$ cat src/design/crc16pf_pkg.sv
// ----------------------------------------------------------------------------
// crc16pf_pkg
// shared constants, result type and crc-16/ccitt-false byte update
// ----------------------------------------------------------------------------
package crc16pf_pkg;

  localparam int unsigned MaxPayloadDef = 256;
  localparam int unsigned MaxResults    = 7;
  localparam int unsigned CntW          = $clog2(MaxResults + 1);

  localparam logic [15:0] CrcInit = 16'hFFFF;
  localparam logic [15:0] CrcPoly = 16'h1021;
  localparam logic [7:0]  Sync0   = 8'hAA;
  localparam logic [7:0]  Sync1   = 8'h55;

  localparam logic KindStart   = 1'b0;
  localparam logic KindPayload = 1'b1;

  // result bytes of one item, slot 0 goes out first
  typedef struct packed {
    logic [CntW-1:0]                 cnt;
    logic [MaxResults-1:0]           ends;
    logic [MaxResults-1:0][7:0]      bytes;
  } res_t;

  function automatic logic [15:0] crc_fold(input logic [15:0] crc, input logic [7:0] b);
    logic [15:0] c;
    c = crc ^ {b, 8'h00};
    for (int i = 0; i < 8; i++) begin
      c = c[15] ? ({c[14:0], 1'b0} ^ CrcPoly) : {c[14:0], 1'b0};
    end
    return c;
  endfunction

endpackage

$ cat src/design/crc16pf_engine.sv
// ----------------------------------------------------------------------------
// crc16pf_engine
// frame state and crc register; turns one item into its result bytes
// ----------------------------------------------------------------------------
module crc16pf_engine #(
  parameter int unsigned MaxPayload = crc16pf_pkg::MaxPayloadDef
) (
  input  logic               clk_i,
  input  logic               rst_ni,
  input  logic               item_valid_i,
  input  logic               kind_i,
  input  logic [7:0]         frame_type_i,
  input  logic [15:0]        frame_length_i,
  input  logic [7:0]         data_byte_i,
  output crc16pf_pkg::res_t  res_o
);

  localparam logic [15:0] MaxLen = 16'(MaxPayload);

  logic [15:0] crc_q, crc_d;
  logic [15:0] keep_q, keep_d;
  logic [15:0] total_q, total_d;
  logic        in_frame_q, in_frame_d;

  logic [15:0] kept;
  logic [15:0] crc_type;
  logic [15:0] crc_lo;
  logic [15:0] crc_hdr;
  logic [15:0] crc_data;
  logic [15:0] total_dec;

  always_comb begin
    kept      = (frame_length_i > MaxLen) ? MaxLen : frame_length_i;
    crc_type  = crc16pf_pkg::crc_fold(crc16pf_pkg::CrcInit, frame_type_i);
    crc_lo    = crc16pf_pkg::crc_fold(crc_type, kept[7:0]);
    crc_hdr   = crc16pf_pkg::crc_fold(crc_lo, kept[15:8]);
    crc_data  = crc16pf_pkg::crc_fold(crc_q, data_byte_i);
    total_dec = (total_q != 16'd0) ? (total_q - 16'd1) : total_q;

    crc_d      = crc_q;
    keep_d     = keep_q;
    total_d    = total_q;
    in_frame_d = in_frame_q;
    res_o      = '0;

    if (item_valid_i) begin
      if (kind_i == crc16pf_pkg::KindStart) begin
        crc_d      = crc_hdr;
        keep_d     = kept;
        total_d    = frame_length_i - kept;
        in_frame_d = 1'b1;
        res_o.bytes[0] = crc16pf_pkg::Sync0;
        res_o.bytes[1] = crc16pf_pkg::Sync1;
        res_o.bytes[2] = frame_type_i;
        res_o.bytes[3] = kept[7:0];
        res_o.bytes[4] = kept[15:8];
        res_o.bytes[5] = crc_hdr[7:0];
        res_o.bytes[6] = crc_hdr[15:8];
        if (kept == 16'd0) begin
          res_o.cnt     = crc16pf_pkg::CntW'(7);
          res_o.ends[6] = 1'b1;
          if (frame_length_i == 16'd0) begin
            in_frame_d = 1'b0;
          end
        end else begin
          res_o.cnt = crc16pf_pkg::CntW'(5);
        end
      end else if (in_frame_q) begin
        if (keep_q != 16'd0) begin
          crc_d          = crc_data;
          keep_d         = keep_q - 16'd1;
          res_o.bytes[0] = data_byte_i;
          res_o.bytes[1] = crc_data[7:0];
          res_o.bytes[2] = crc_data[15:8];
          if (keep_q == 16'd1) begin
            res_o.cnt     = crc16pf_pkg::CntW'(3);
            res_o.ends[2] = 1'b1;
            if (total_q == 16'd0) begin
              in_frame_d = 1'b0;
            end
          end else begin
            res_o.cnt = crc16pf_pkg::CntW'(1);
          end
        end else begin
          // bytes past the clamped length are swallowed
          total_d = total_dec;
          if (total_dec == 16'd0) begin
            in_frame_d = 1'b0;
          end
        end
      end
    end
  end

  always_ff @(posedge clk_i or negedge rst_ni) begin
    if (!rst_ni) begin
      crc_q      <= crc16pf_pkg::CrcInit;
      keep_q     <= '0;
      total_q    <= '0;
      in_frame_q <= 1'b0;
    end else begin
      crc_q      <= crc_d;
      keep_q     <= keep_d;
      total_q    <= total_d;
      in_frame_q <= in_frame_d;
    end
  end

endmodule

$ cat src/design/crc16_packet_framer_top.sv
// ----------------------------------------------------------------------------
// crc16_packet_framer_top
// telemetry frame builder with crc-16/ccitt-false trailer
// ----------------------------------------------------------------------------
// input stream: one beat per item; tuser is the kind (0 = start frame,
// 1 = payload byte), tdata carries type, declared length and payload byte.
// a start beat yields sync AA 55, type, clamped length (low byte first) and,
// for an empty frame, the crc right away. payload beats are echoed until the
// clamped count is reached, then the crc follows low byte first with tlast
// on its high byte. excess payload and stray payload produce nothing.
// output stream: one byte per beat, tlast marks the end of a frame.
// an accepted beat waits in the input register, then loads its result bytes
// into the result buffer. throughput: one input beat per cycle while each
// item yields at most one byte and the receiver is ready; a longer item
// holds off the next until the single-byte output port has drained the
// seven-slot result buffer to its last byte. a stalled receiver holds the
// buffer; the input register takes one more beat and then deasserts tready.
// reset empties both and clears the frame state, crc register back to FFFF.
// ----------------------------------------------------------------------------
module crc16_packet_framer_top #(
  parameter int unsigned MaxPayload = crc16pf_pkg::MaxPayloadDef
) (
  input  logic        clk_i,
  input  logic        rst_ni,
  input  logic        s_axis_tvalid_i,
  output logic        s_axis_tready_o,
  input  logic [31:0] s_axis_tdata_i,   // frame_type[7:0], frame_length[23:8], data_byte[31:24]
  input  logic        s_axis_tuser_i,   // kind
  output logic        m_axis_tvalid_o,
  input  logic        m_axis_tready_i,
  output logic [7:0]  m_axis_tdata_o,   // out_byte[7:0]
  output logic        m_axis_tlast_o    // frame_end
);

  localparam int unsigned CntW = crc16pf_pkg::CntW;
  localparam int unsigned NRes = crc16pf_pkg::MaxResults;

  logic              in_valid_q;
  logic [31:0]       in_data_q;
  logic              in_user_q;

  logic [NRes-1:0][7:0] buf_bytes_q;
  logic [NRes-1:0]      buf_ends_q;
  logic [CntW-1:0]      cnt_q;

  logic              out_take;
  logic              buf_free;
  logic              proc;
  logic              in_take;
  crc16pf_pkg::res_t res;

  assign out_take        = m_axis_tvalid_o && m_axis_tready_i;
  assign buf_free        = (cnt_q == '0) || ((cnt_q == CntW'(1)) && m_axis_tready_i);
  assign proc            = in_valid_q && buf_free;
  assign s_axis_tready_o = !in_valid_q || proc;
  assign in_take         = s_axis_tvalid_i && s_axis_tready_o;

  assign m_axis_tvalid_o = (cnt_q != '0);
  assign m_axis_tdata_o  = buf_bytes_q[0];
  assign m_axis_tlast_o  = buf_ends_q[0];

  crc16pf_engine #(
    .MaxPayload(MaxPayload)
  ) u_engine (
    .clk_i          (clk_i),
    .rst_ni         (rst_ni),
    .item_valid_i   (proc),
    .kind_i         (in_user_q),
    .frame_type_i   (in_data_q[7:0]),
    .frame_length_i (in_data_q[23:8]),
    .data_byte_i    (in_data_q[31:24]),
    .res_o          (res)
  );

  // input register
  always_ff @(posedge clk_i or negedge rst_ni) begin
    if (!rst_ni) begin
      in_valid_q <= 1'b0;
    end else if (s_axis_tready_o) begin
      in_valid_q <= s_axis_tvalid_i;
    end
  end

  always_ff @(posedge clk_i) begin
    if (in_take) begin
      in_data_q <= s_axis_tdata_i;
      in_user_q <= s_axis_tuser_i;
    end
  end

  // result buffer, shifts one byte per output beat
  always_ff @(posedge clk_i or negedge rst_ni) begin
    if (!rst_ni) begin
      cnt_q <= '0;
    end else if (proc) begin
      cnt_q <= res.cnt;
    end else if (out_take) begin
      cnt_q <= cnt_q - CntW'(1);
    end
  end

  always_ff @(posedge clk_i) begin
    if (proc) begin
      buf_bytes_q <= res.bytes;
      buf_ends_q  <= res.ends;
    end else if (out_take) begin
      buf_bytes_q <= buf_bytes_q >> 8;
      buf_ends_q  <= buf_ends_q >> 1;
    end
  end

  // frame end only on the last byte an item produced
  a_last_is_final : assert property (@(posedge clk_i) disable iff (!rst_ni)
    (m_axis_tvalid_o && m_axis_tlast_o) |-> (cnt_q == CntW'(1)))
    else $error("tlast on a byte that is not the last of its item");

  a_cnt_bound : assert property (@(posedge clk_i) disable iff (!rst_ni)
    cnt_q <= CntW'(NRes))
    else $error("result buffer count out of range");

  a_load_count : assert property (@(posedge clk_i) disable iff (!rst_ni)
    proc |-> (res.cnt == CntW'(0) || res.cnt == CntW'(1) || res.cnt == CntW'(3) ||
              res.cnt == CntW'(5) || res.cnt == CntW'(7)))
    else $error("unexpected number of result bytes");

  a_load_when_free : assert property (@(posedge clk_i) disable iff (!rst_ni)
    (proc && (cnt_q == CntW'(1))) |-> out_take)
    else $error("result buffer overwritten before its last byte left");

endmodule
$ cat config.mk
export PLATFORM = sky130hd
export DESIGN_NAME = crc16_packet_framer_top
export DESIGN_NICKNAME = d
export VERILOG_FILES = /design/src/design/crc16pf_pkg.sv /design/src/design/crc16pf_engine.sv /design/src/design/crc16_packet_framer_top.sv
export SDC_FILE = /design/constraint.sdc
export NUM_CORES = 1
export LEC_CHECK = 0
export ABC_CLOCK_PERIOD_IN_PS = 4860
export BUFFER_PORTS_ARGS = -buffer_cell sky130_fd_sc_hd__buf_2
export CORE_ASPECT_RATIO = 1.2
export CORE_UTILIZATION = 35
export CTS_CLUSTER_SIZE = 14
export DETAILED_ROUTE_END_ITERATION = 16
export PLACE_DENSITY = 0.53
export RECOVER_POWER = 25
export SETUP_SLACK_MARGIN = 0.3
export SLEW_MARGIN = 20
export SYNTH_ARGS = -nofsm -noshare
export SYNTH_HDL_FRONTEND = slang
export SYNTH_SLANG_ARGS = --single-unit
$ cat constraint.sdc
create_clock -name clk_i -period 4.86 [get_ports clk_i]
set_clock_uncertainty 0.2 [all_clocks]
set_input_delay 0.972 -clock clk_i [delete_from_list [all_inputs] [get_ports clk_i]]
set_output_delay 0.972 -clock clk_i [all_outputs]
set_load 0.05 [all_outputs]
Yosys cells after proc, flatten, opt, wreduce, memory -nomap -nowiden
Cells that the tools add are included.
Word-level totals
  register bits: 149
  latch bits: 0
  RAM bits: 0
  memory bits (read-only): 0
  bits of input ports: 37
  output and inout port bits: 11
  logic and storage cells: 153
  memories kept: 0
Operators by class
  add/subtract/negate cells: 4
  $mul: 0
  divide/modulo/power cells: 0
  $lt $le $gt $ge: 1
  equality and inequality tests: 5
  shift operators: 0
  multiplexer cells: 72
  bitwise gates (word level): 36
  reduce and logical (&&, ||, !) cells: 18
Operators with widths (number)
  two-way mux 13 bit: 32
  two-way mux 16 bit: 11
  two-way mux 56 bit: 2
  inverter 3 bit: 32
  two-way mux 24 bit: 3
  zero test 16 bit: 4
  bitwise XOR 16 bit: 3
  two-way mux 32 bit: 1
  nonzero test 16 bit: 2
  subtractor 16 x 1 -> 16 bit, second input constant: 2
  == test 16 x 1 -> 1 bit, second input constant: 1
  greater-than comparator 16 x 9 -> 1 bit, second input constant: 1
  inverter 16 bit: 1
  subtractor 16 bit: 1
  two-way mux 3 bit: 5
  two-way mux 1 bit: 14
  two-way mux 7 bit: 2
  AND reduction 3 bit: 2
  logical AND 1 bit: 4
  two-way mux 2 bit: 2
  inequality test 2 x 1 -> 1 bit, second input constant: 2
  == test 3 x 1 -> 1 bit, second input constant: 1
  zero test 3 bit: 1
  nonzero test 3 bit: 1
  other kinds (5): 6

Longest topological paths before layout
Gate-level depths: netlist of the first run.
  depth after elaboration: 53
  depth in mapped cells: 13
  mapped depth without buffers: 11

By module
Synthesis of the first run repeated with hierarchy kept, for this count alone.
Unflattened totals
  cells, all modules: 832
  area, all modules: 8816.0 µm²
Modules (own cells, without submodules)
  crc16pf_engine: times used 1, cells each 628, area an instance 4887.2 µm², seq. area each 1246.2 µm²
  crc16_packet_framer_top: times used 1, cells each 204, area an instance 3928.8 µm², seq. area each 2982.9 µm²

Least setup slack after synthesis of the first run
OpenSTA, ideal clock, no wires.
  path kind: in2reg
  from: input port m_axis_tready_i
  to: register cnt_q[0]
  setup time: 128 ps
  arrival: 3485 ps
  data required time: 4532 ps
  slack: 1047 ps
  stages on the path: 7
  path buffers: 2
  path through: a21oi_1 nor2_1 nand2_1 clkbuf_1 buf_1 nand2_1 o22a_1
On the way
  longest elaborated chain between the ends: 4
  elaborated cells between the ends (all ways): 6
  classes of those cells: 1 x mux; 5 x reduce/logical
RTL lines
  start: declaration: line crc16_packet_framer_top.sv:30  | input logic m_axis_tready_i,
  logical AND 1 bit: line crc16_packet_framer_top.sv:53  | assign buf_free = (cnt_q == '0) || ((cnt_q == CntW'(1)) && m_axis_tready_i);
  logical OR 1 bit: line crc16_packet_framer_top.sv:53
  logical AND 1 bit: line crc16_packet_framer_top.sv:54  | assign proc = in_valid_q && buf_free;
  two-way mux 3 bit or nonzero test 2 bit (tied branches)
  end signal: assignment: line crc16_packet_framer_top.sv:96  | cnt_q <= res.cnt;
  end signal: assignment: line crc16_packet_framer_top.sv:98  | cnt_q <= cnt_q - CntW'(1);
  end: declaration: line crc16_packet_framer_top.sv:44  | logic [CntW-1:0] cnt_q;
Parallel ways exist; a longest one is shown, timed or not.
A chain may end at the register's enable or synchronous reset.

==> results.cfg, run 1 <==
[power]
cellInternalPower_w = 0.004293
fraction_of_power_spent_switching_nets_pct = 40.52
combPwrFrac_pct = 44.5
p_per_area_nw_per_um2 = 781.9
switching_power_w = 0.002924
share_clk_of_total_power_pct = 20.4
vdd.ir_drop.worst_mv = 0.3103
power.sequential.fraction_pct = 35.1
leakage_nw = 3.371

[finish]
num-fill-cells = 2221
diodes = 0
area.growth.synth_to_final_pct = 13.46
drive_above_1_share_pct = 17.54
nets = 830

[floorplan]
design.die.area_um2 = 23860
area_of_the_core_region_um2 = 22600
floorplan.io_pins = 48
initial_core_util_pct = 36.00
die_height_um = 169.0
dieWidth_um = 141.2
number_of_placement_rows = 60

[clock_network]
post_cts_resized = 0
cts_tree = yes
post_cts.repair.setup_buffers = 0
cts_htree_levels = 4
root_buffer_cell = sky130_fd_sc_hd__clkbuf_16
cts.path.max_buffers = 2
tritoncts.num_buffers = 17
cts_hold_repair.buffers = 0
clkLatencyLatePin_ps = 430
clk_pin_slew_ps = 60
cts_num_sinks = 149

[routing]
vias = 5833
drt_pre_antenna_iters = 5
finalWirelength_um = 20190
antenna_violating_nets_post_route = 0
remaining_drc_errors = 0
detail_route.iter0.violations = 381
wl_per_cell_um = 18.22
post_drt_via_cell_ratio = 5.264

[timing]
setup_viol_count_final = 0
tightestPinTransition_ps = 2124
setup_repair_after_global_routing_missed_its_margin = no
timing.max_slew.rel_slack_pct = -41.58
max_clock_freq_ghz = 0.2901
layout_min_cycle_time_ps = 3447
layout_worst_path_cycle_share_pct = 70.92
finalMaxSlewViolations = 37
final_hold_viol_count = 0
tns_ps = 0
worst_hold_slack_ps = 249.2

[status]
violations = capacitance limit, slew limit
status = complete, but fails checks

[global_routing]
grt_max_degree = 59
grt_antenna_before_repair = 0
track_usage_pct = 18.17
first_pass_grt_wire_length_um = 32560
grt_overflow_total = 0
number_of_global_route_vias_before_repair = 5609

[place]
detailed_place_hpwl_um = 13910
finalWeightedCongestion = 0.8593
portbufs = 47

[critical_path]
worst-endpoint-required_ps = 4770
critical_path.most_common_cell = sky130_fd_sc_hd__clkbuf_1
worst-endpoint-arrival_ps = 3360
cpLargestDelayFamily = buffers and inverters
critPathLaunchType = input port
critPathMaxFanout = 36
critPathBufInv = 2
worst_setup_path_end_kind = asynchronous set/reset pin
crit_type = input port to asynchronous set/reset pin
critical_path.slowest_cell = sky130_fd_sc_hd__clkbuf_1
cp_cell_sequence = clkbuf_1 -> clkbuf_1
worst_path_largest_cell_delay_ps = 1580
regToRegSetupSlack_ps = 1470

[yosys]
synth_enable_flop_cells = 91
yosysWarningCount = 0
share_of_the_synthesized_area_in_the_top_cell_type_pct = 33.59
ys_seq_area_share_pct = 51.37
dominantRegCellSynth = sky130_fd_sc_hd__edfxtp_1
ys_async_sr_fraction_pct = 35.57
synth_area_um2 = 8135
synth_largest_area_cell = sky130_fd_sc_hd__edfxtp_1
postSynthNetCount = 808
synthTopCellsByArea = sky130_fd_sc_hd__edfxtp_1 (34%), sky130_fd_sc_hd__dfrtp_1 (11%), sky130_fd_sc_hd__xnor2_1 (5.5%)
synth-seq-cells = 149
synthesis.area_per_instance_um2 = 10.66
ys_types = 76
syn_inst = 763

[flow_run]
cap_violations = 1

[hold_path]
worst_hold_class = flip-flop to flip-flop
## cells by family (layout without fill, tap and decap cells)
family	count (synthesis)	after routing	share of synthesized area [%]
flip-flops	149	149	51.37
adder cells (fa/ha/maj)	8	8	1.230
other	1	1	0.04610
XOR/XNOR	89	89	11.04
buffers and inverters	74	109	4.383
AO/OA/AOI/OAI	197	197	15.96
AND/OR/NAND/NOR	234	234	14.57
multiplexers	11	11	1.400
## per-layer routing
metal | wire length, µm | up-vias | part of all wire, % | track usage (%)
met5 | 0 | - | 0 | 0
met4 | 370 | 0 | 1.8 | 6.285
met3 | 805 | 26 | 4.0 | 3.564
met2 | 9485 | 122 | 47 | 28.50
met1 | 9530 | 2847 | 47 | 24.97
li1 | - | 2838 | - | -
## final timing paths
kind,startpoint,endpoint,cells after the start
worst min register to register,buf_ends_q[0],buf_ends_q[0],2
worst min-delay path,buf_ends_q[0],buf_ends_q[0],2
min in group asynchronous,rst_ni,u_engine.total_q[1],1
worst max-delay path,rst_ni,u_engine.keep_q[9],2
worst max register to register,u_engine.keep_q[4],u_engine.keep_q[3],8
max in group clk_i,u_engine.keep_q[4],u_engine.keep_q[3],8
## Yosys cell counts, types with 3 or more instances
cell type / instances
sky130_fd_sc_hd__nor2_1: 52
sky130_fd_sc_hd__mux2i_1: 8
sky130_fd_sc_hd__buf_4: 11
sky130_fd_sc_hd__dfstp_2: 16
sky130_fd_sc_hd__clkbuf_1: 31
sky130_fd_sc_hd__o21a_1: 3
sky130_fd_sc_hd__a211oi_1: 7
sky130_fd_sc_hd__or3_2: 3
sky130_fd_sc_hd__buf_1: 4
sky130_fd_sc_hd__buf_2: 8
sky130_fd_sc_hd__or3_1: 4
sky130_fd_sc_hd__xnor2_2: 4
sky130_fd_sc_hd__a22oi_1: 12
sky130_fd_sc_hd__dfrtp_1: 37
sky130_fd_sc_hd__nor2b_1: 8
sky130_fd_sc_hd__a221oi_1: 8
sky130_fd_sc_hd__nor4_1: 14
sky130_fd_sc_hd__inv_1: 15
sky130_fd_sc_hd__edfxtp_1: 91
sky130_fd_sc_hd__o22ai_1: 3
sky130_fd_sc_hd__a221o_1: 11
sky130_fd_sc_hd__a21oi_1: 57
sky130_fd_sc_hd__nor3b_1: 5
sky130_fd_sc_hd__xor2_1: 28
sky130_fd_sc_hd__nor3_1: 24
sky130_fd_sc_hd__buf_6: 3
sky130_fd_sc_hd__nand2b_1: 3
sky130_fd_sc_hd__mux2_2: 3
sky130_fd_sc_hd__a22o_1: 24
sky130_fd_sc_hd__a31oi_1: 4
sky130_fd_sc_hd__dfxtp_1: 5
sky130_fd_sc_hd__o21ai_0: 48
sky130_fd_sc_hd__or4_4: 4
sky130_fd_sc_hd__a21o_1: 4
sky130_fd_sc_hd__xnor2_1: 51
sky130_fd_sc_hd__and2_1: 3
sky130_fd_sc_hd__nand3_1: 14
sky130_fd_sc_hd__nand2_1: 77
sky130_fd_sc_hd__nand4_1: 3
sky130_fd_sc_hd__ha_1: 8
sky130_fd_sc_hd__o31ai_1: 3
## area by class of cell
class	instances	area (µm²)	area share [%]
clock buffer	18	429.2	4.650
clock inverter	14	221.5	2.399
inverter	15	56.30	0.6100
multi-input combinational	540	3613	39.15
sequential	149	4179	45.28
tap	310	387.9	4.202
timing repair buffer	62	342.8	3.714
## power groups by stage
stage	registers, W	clock network, W	logic (W)
finish	0.00254	0.00147	0.00321
global route	0.00261	0.00155	0.00356
CTS	0.00254	0.00149	0.00324
detailed placement	0.00256	0	0.00322
global placement	0.00255	0	0.00320
floorplan	0.00239	0	0.00260
## cell usage in the layout, fill, tap and decap left out, drive strengths merged, types with 7 or more instances in the layout
| cell | n |
|---|---|
| a211oi | 8 |
| a21oi | 57 |
| a221o | 11 |
| a221oi | 9 |
| a22o | 24 |
| a22oi | 12 |
| buf | 60 |
| clkbuf | 20 |
| dfrtp | 37 |
| dfstp | 16 |
| edfxtp | 91 |
| ha | 8 |
| inv | 19 |
| mux2i | 8 |
| nand2 | 78 |
| nand3 | 14 |
| nor2 | 54 |
| nor2b | 8 |
| nor3 | 25 |
| nor4 | 15 |
| o21ai | 49 |
| or3 | 8 |
| or4 | 7 |
| xnor2 | 57 |
| xor2 | 29 |
## flip-flops by register name (all words and copies together) (netlist names)
| signal | flops |
|---|---|
| u_engine.keep_q | 16 |
| m_axis_tdata_o | 8 |
| buf_bytes_q | 48 |
| u_engine.crc_q | 16 |
| u_engine.in_frame_q | 1 |
| in_user_q | 1 |
| in_valid_q | 1 |
| in_data_q | 32 |
| buf_ends_q | 7 |
| cnt_q | 3 |
| u_engine.total_q | 16 |
## per-stage QoR
step	setup slack [ps]	power (W)	cell area, µm²	instances	utilization, %
after floorplan	1047	0.004995	8135	763	-
after global placement	1535	0.005747	8584	1076	37.99
after detailed placement	1419	0.005781	8584	1076	37.99
after CTS	1408	0.007273	9235	1108	40.87
after global routing	903.5	0.007721	9230	1108	40.85
final	1413	0.007217	9230	1108	40.85
No activity file was read; power rests on OpenSTA's default activity.
==> inputs of run 2 (changes only) <==
--- a/config.mk
+++ b/config.mk
@@ -5,13 +5,13 @@
 export SDC_FILE = /design/constraint.sdc
 export NUM_CORES = 1
 export LEC_CHECK = 0
-export ABC_CLOCK_PERIOD_IN_PS = 4860
+export ABC_CLOCK_PERIOD_IN_PS = 3050
 export BUFFER_PORTS_ARGS = -buffer_cell sky130_fd_sc_hd__buf_2
 export CORE_ASPECT_RATIO = 1.2
 export CORE_UTILIZATION = 35
 export CTS_CLUSTER_SIZE = 14
 export DETAILED_ROUTE_END_ITERATION = 16
-export PLACE_DENSITY = 0.53
+export PLACE_DENSITY = 0.55
 export RECOVER_POWER = 25
 export SETUP_SLACK_MARGIN = 0.3
 export SLEW_MARGIN = 20
==> constraint.sdc (replaced) <==
create_clock -name clk_i -period 3.05 [get_ports clk_i]
set_clock_uncertainty 0.2 [all_clocks]
set_input_delay 0.61 -clock clk_i [delete_from_list [all_inputs] [get_ports clk_i]]
set_output_delay 0.61 -clock clk_i [all_outputs]
set_load 0.05 [all_outputs]
==> run 2 against run 1 <==
The flow now finishes without violations. Power up 89%. Final cell count rose by 9.1%. Utilization increased by 6.4 points. Routed wire length rose by 11%. Critical path depth rose by 5. Sequential cell count unchanged. First-iteration DRC count is 44% higher. Hold slack lost 97 ps.
==> results.cfg, run 2 (same netlist as run 1, synthesis figures left out) <==
[finish]
diodes = 0
top_register = buf_bytes_q
final_core_util_pct = 47.20
drive_above_1_share_pct = 35.26
layout.cells.most_common = sky130_fd_sc_hd__edfxtp_1
mostFrequentLayoutCells = sky130_fd_sc_hd__edfxtp_1 (91), sky130_fd_sc_hd__buf_4 (83), sky130_fd_sc_hd__nand2_1 (66)
largest_registers = buf_bytes_q (48), in_data_q (32)
area.growth.synth_to_final_pct = 31.10
largest_reg_flops = 48
nets = 931

[timing]
tightestPinTransition_ps = 1418
finalMaxSlewViolations = 0
setup_viol_count_final = 0
max_clock_freq_ghz = 0.3403
tns_ps = 0
worst_hold_slack_ps = 151.8
layout_min_cycle_time_ps = 2939
final_hold_viol_count = 0
setup_repair_after_global_routing_missed_its_margin = yes
layout_worst_path_cycle_share_pct = 96.36
timing.max_slew.rel_slack_pct = 5.447

[status]
status = completed

[floorplan]
area_of_the_core_region_um2 = 22600
die_height_um = 169.0
design.die.area_um2 = 23860
floorplan.io_pins = 48
dieWidth_um = 141.2
number_of_placement_rows = 60
initial_core_util_pct = 36.00

[power]
leakage_nw = 4.072
power.sequential.fraction_pct = 28.9
combPwrFrac_pct = 55.7
share_clk_of_total_power_pct = 15.4
vdd.ir_drop.worst_mv = 0.5690
cellInternalPower_w = 0.008024
switching_power_w = 0.005631
fraction_of_power_spent_switching_nets_pct = 41.24
p_per_area_nw_per_um2 = 1280

[critical_path]
worst-endpoint-required_ps = 3040
critPathLaunchType = flip-flop
crit_type = flip-flop to flip-flop
critical_path.slowest_cell = sky130_fd_sc_hd__or4_4
cpLargestDelayFamily = XOR/XNOR gates
worst_setup_path_end_kind = flip-flop
critPathMaxFanout = 5
worst-endpoint-arrival_ps = 2930
cp_cell_sequence = or4_4 -> nor3_4 -> xnor2_2 -> xnor2_2 -> xor3_2 -> xor2_2 -> a22o_1
critical_path.most_common_cell = sky130_fd_sc_hd__xnor2_2
critPathBufInv = 0
worst_path_largest_cell_delay_ps = 630
critical_path.reg2reg.startpoint = in_data_q[18]
setup.worst_path.start = in_data_q[18]

[clock_network]
cts_num_sinks = 149
cts_htree_levels = 4
tritoncts.num_buffers = 17
clk_pin_slew_ps = 70
root_buffer_cell = sky130_fd_sc_hd__clkbuf_16
cts.path.max_buffers = 2
cts_tree = yes
clkLatencyLatePin_ps = 430

[flow_run]
cap_violations = 0

[global_routing]
grt_antenna_before_repair = 0
grt_max_degree = 54
first_pass_grt_wire_length_um = 34400
track_usage_pct = 19.01
grt_overflow_total = 0
number_of_global_route_vias_before_repair = 6052

[routing]
vias = 6342
finalWirelength_um = 22360
post_drt_via_cell_ratio = 5.246
wl_per_cell_um = 18.49
detail_route.iter0.violations = 550
drt_pre_antenna_iters = 6
remaining_drc_errors = 0
antenna_violating_nets_post_route = 0

[place]
detailed_place_hpwl_um = 14550
finalWeightedCongestion = 0.8728
portbufs = 47

[hold_path]
worst_hold_class = input port to flip-flop
hp-start = s_axis_tdata_i[22]
run 2: cell count changes in the layout (fill, tap and decap cells not counted), sizes merged:
cell / before / now
clkinvlp: 0 / 2
a21o: 4 / 5
clkbuf: 20 / 19
bufinv: 5 / 1
buf: 60 / 160
inv: 19 / 22
run 2: final cells by class:
class	count	area, µm²
Clock inverter	15	167.7
Fill cell	2082	11930
Inverter	15	56.30
Timing Repair Buffer	162	1256
Sequential cell	149	4179
Tap cell	310	387.9
Multi-Input combinational cell	541	4193
Clock buffer	17	425.4
run 2: per-layer routing:
metal | GRT usage (%) | share of wire (%) | wire length (µm) | up-vias
met2 | 31.34 | 49 | 10980 | 185
met5 | 0 | 0 | 0 | -
li1 | - | - | - | 3043
met4 | 5.955 | 2.1 | 463 | 0
met1 | 25.34 | 44 | 9932 | 3078
met3 | 3.338 | 4.4 | 980 | 36
run 2: path summary, 6_finish.rpt:
path / end / slack [ps] / cells past startpoint
min in group asynchronous: u_engine.total_q[0] / 390 / 2
worst max-delay path: buf_bytes_q[46] / 110 / 7
worst min register to register: buf_ends_q[3] / 260 / 2
max in group asynchronous: u_engine.keep_q[12] / 1390 / 2
worst min-delay path: in_data_q[22] / 150 / 1
worst max register to register: buf_bytes_q[46] / 110 / 7
run 2: stage by stage:
step	std cells	setup WS, ps	cell area (µm²)	total power [W]
floorplan	763	248.3	8180	0.007977
global placement	1120	82.66	8981	0.009689
detailed placement	1120	24.39	8981	0.009720
CTS	1179	140.9	9921	0.01236
global route	1209	47.90	10670	0.01447
finish	1209	111.2	10670	0.01365
run 2: what timing repair did:
item / in CTS / in global routing
hold buffers: 0 / 0
resized for setup: 33 / 107
setup endpoints to repair: 55 / 93
pin swaps: 19 / 47
cloned: 0 / 3
setup buffers: 27 / 27
run 2: worst register-to-register path, cell delays in order (launching register included):
cell,delay [ps]
sky130_fd_sc_hd__edfxtp_1,410
sky130_fd_sc_hd__or4_4,630
sky130_fd_sc_hd__nor3_4,270
sky130_fd_sc_hd__xnor2_2,170
sky130_fd_sc_hd__xnor2_2,160
sky130_fd_sc_hd__xor3_2,520
sky130_fd_sc_hd__xor2_2,170
sky130_fd_sc_hd__a22o_1,180
run 2: power groups by stage:
stage	registers, W	logic, W	clock network, W
final	0.00394	0.00761	0.00210
after global routing	0.00406	0.00818	0.00224
after CTS	0.00391	0.00630	0.00215
after detailed placement	0.00397	0.00575	0
after global placement	0.00395	0.00574	0
after floorplan	0.00380	0.00418	0
==> inputs of run 3 (changes only) <==
--- a/config.mk
+++ b/config.mk
@@ -6,12 +6,12 @@
 export NUM_CORES = 1
 export LEC_CHECK = 0
 export ABC_CLOCK_PERIOD_IN_PS = 3050
-export BUFFER_PORTS_ARGS = -buffer_cell sky130_fd_sc_hd__buf_2
 export CORE_ASPECT_RATIO = 1.2
 export CORE_UTILIZATION = 35
 export CTS_CLUSTER_SIZE = 14
 export DETAILED_ROUTE_END_ITERATION = 16
-export PLACE_DENSITY = 0.55
+export DONT_BUFFER_PORTS = 1
+export PLACE_DENSITY = 0.53
 export RECOVER_POWER = 25
 export SETUP_SLACK_MARGIN = 0.3
 export SLEW_MARGIN = 20
==> run 3 against run 2 <==
Hold slack worse by 92 ps. Global-route usage is 0.63 points higher. First-iteration DRC count is 4.0% lower. Maximum frequency is 3.0% higher. Setup slack better by 87 ps. Sequential share of layout area is 0.17 points higher. Combinational power is 7.2% lower. Utilization is 0.20 points lower.
==> results.cfg, run 3 (same netlist as run 1, synthesis figures left out) <==
[clock_network]
cts_num_sinks = 149
clkLatencyLatePin_ps = 440
cts.path.max_buffers = 2
cts_tree = yes
clk_pin_slew_ps = 80
tritoncts.num_buffers = 17
cts_htree_levels = 4
root_buffer_cell = sky130_fd_sc_hd__clkbuf_16

[critical_path]
worst_setup_path_end_kind = flip-flop
crit_type = flip-flop to flip-flop
worst-endpoint-arrival_ps = 3010
critPathMaxFanout = 3
worst-endpoint-required_ps = 3210
critPathLaunchType = flip-flop

[place]
portbufs = 0
detailed_place_hpwl_um = 15170
finalWeightedCongestion = 0.8871
place.detailed.instances = 1069

[global_routing]
number_of_global_route_vias_before_repair = 6041
grt_overflow_total = 0
use_met1_pct = 26.45
grt-busiest-layer = met2
first_pass_grt_wire_length_um = 35020
met3_usage_pct = 3.508
grt_antenna_before_repair = 0
grt.met2_usage_pct = 31.15
grt_max_degree = 57
track_usage_pct = 19.64

[floorplan]
number_of_placement_rows = 60
design.die.area_um2 = 23860
floorplan.io_pins = 48
initial_core_util_pct = 36.00
die_height_um = 169.0
area_of_the_core_region_um2 = 22600
dieWidth_um = 141.2

[finish]
mostFrequentLayoutCells = sky130_fd_sc_hd__buf_4 (94), sky130_fd_sc_hd__edfxtp_1 (91), sky130_fd_sc_hd__nand2_1 (67)
multi_input_area_um2 = 4270
drive_above_1_share_pct = 34.11
largest_registers = buf_bytes_q (48), in_data_q (32)
top_register = buf_bytes_q
layout.cells.most_common = sky130_fd_sc_hd__buf_4
final_core_util_pct = 47.00
largest_reg_flops = 48
seqCellArea_um2 = 4179
diodes = 0
instances_no_fill = 1172
nets = 894
area.growth.synth_to_final_pct = 30.54
num-fill-cells = 2071

[power]
leakage_nw = 3.976
vdd.ir_drop.worst_mv = 0.4772
p_per_area_nw_per_um2 = 1273
totalPowerFinal_w = 0.01352

[routing]
antenna_violating_nets_post_route = 0
post_drt_via_cell_ratio = 5.496
detail_route.iter0.violations = 528
finalWirelength_um = 23650
vias = 6441
drt_pre_antenna_iters = 5
remaining_drc_errors = 0
wl_per_cell_um = 20.18

[timing]
tightestPinTransition_ps = 1484
final_hold_viol_count = 0
layout_worst_path_cycle_share_pct = 93.51
timing.max_slew.rel_slack_pct = 1.053
finalMaxSlewViolations = 0
max_clock_freq_ghz = 0.3506
setup_viol_count_final = 0
tns_ps = 0
setup_repair_after_global_routing_missed_its_margin = yes
layout_min_cycle_time_ps = 2852

[hold_path]
worst_hold_class = input port to flip-flop

[flow_run]
cap_violations = 0

[status]
status = completed
[run 3: per-stage QoR]
| step | hold slack [ps] | setup slack, ps | cell area, µm² |
|---|---|---|---|
| 3_5_place_dp | 116.1 | -28.97 | 8716 |
| 2_1_floorplan | 114.4 | 248.3 | 8180 |
| 4_1_cts | 49.75 | 184.7 | 9834 |
| 5_1_grt | 42.78 | 96.85 | 10620 |
| 3_3_place_gp | 115.9 | -41.78 | 8716 |
| 6_report | 59.75 | 197.9 | 10620 |
[run 3: final cells by class]
cell class                      instances  area share [%]
Clock buffer                           17           4.006
Sequential cell                       149           39.35
Tap cell                              310           3.652
Inverter                               15          0.5302
Multi-Input combinational cell        541           40.21
Timing Repair Buffer                  125           10.37
Clock inverter                         15           1.885
[run 3: final timing paths]
kind | start | endpoint | slack [ps] | cells past startpoint
setup / recovery | u_engine.keep_q[10] | u_engine.total_q[10] | 200 | 9
hold / removal | s_axis_tdata_i[3] | in_data_q[3] | 60 | 0
setup reg to reg | u_engine.keep_q[10] | u_engine.total_q[10] | 200 | 9
hold reg to reg | buf_ends_q[1] | buf_ends_q[0] | 260 | 2
max in group asynchronous | rst_ni | u_engine.keep_q[7] | 860 | 2
min in group asynchronous | rst_ni | cnt_q[2] | 860 | 2
[run 3: power breakdown]
part | switching [W] | total [W] | internal (W)
sequential | 0.000833 | 0.00422 | 0.00339
combinational | 0.00386 | 0.00706 | 0.00320
clock | 0.000986 | 0.00225 | 0.00126
total | 0.00568 | 0.0135 | 0.00784
[run 3: worst max-delay path: stages, from the launching register on]
cell and delay [ps]:
sky130_fd_sc_hd__dfrtp_1 370, sky130_fd_sc_hd__or3_4 390, sky130_fd_sc_hd__or4_4 440, sky130_fd_sc_hd__or4_4 470
sky130_fd_sc_hd__nor4b_4 330, sky130_fd_sc_hd__buf_4 170, sky130_fd_sc_hd__buf_4 90, sky130_fd_sc_hd__o21a_1 110
sky130_fd_sc_hd__o22ai_2 60, sky130_fd_sc_hd__a21oi_1 140
[run 3: repair_timing]
action,4_1_cts,5_1_grt
endpoints found under the setup margin,64,65
buffers inserted,36,29
hold buffers,2,0
pin swaps,25,50
hold endpoints to repair,53,0
cloned,0,4
gates resized for setup,36,112
[run 3: layer usage]
metal  part of all wire (%)  wire length, µm  up-vias
met5                      0                0        -
met4                    3.5              816        0
met3                    4.8             1146       50
met2                     49            11520      240
met1                     43            10170     3198
li1                       -                -     2953
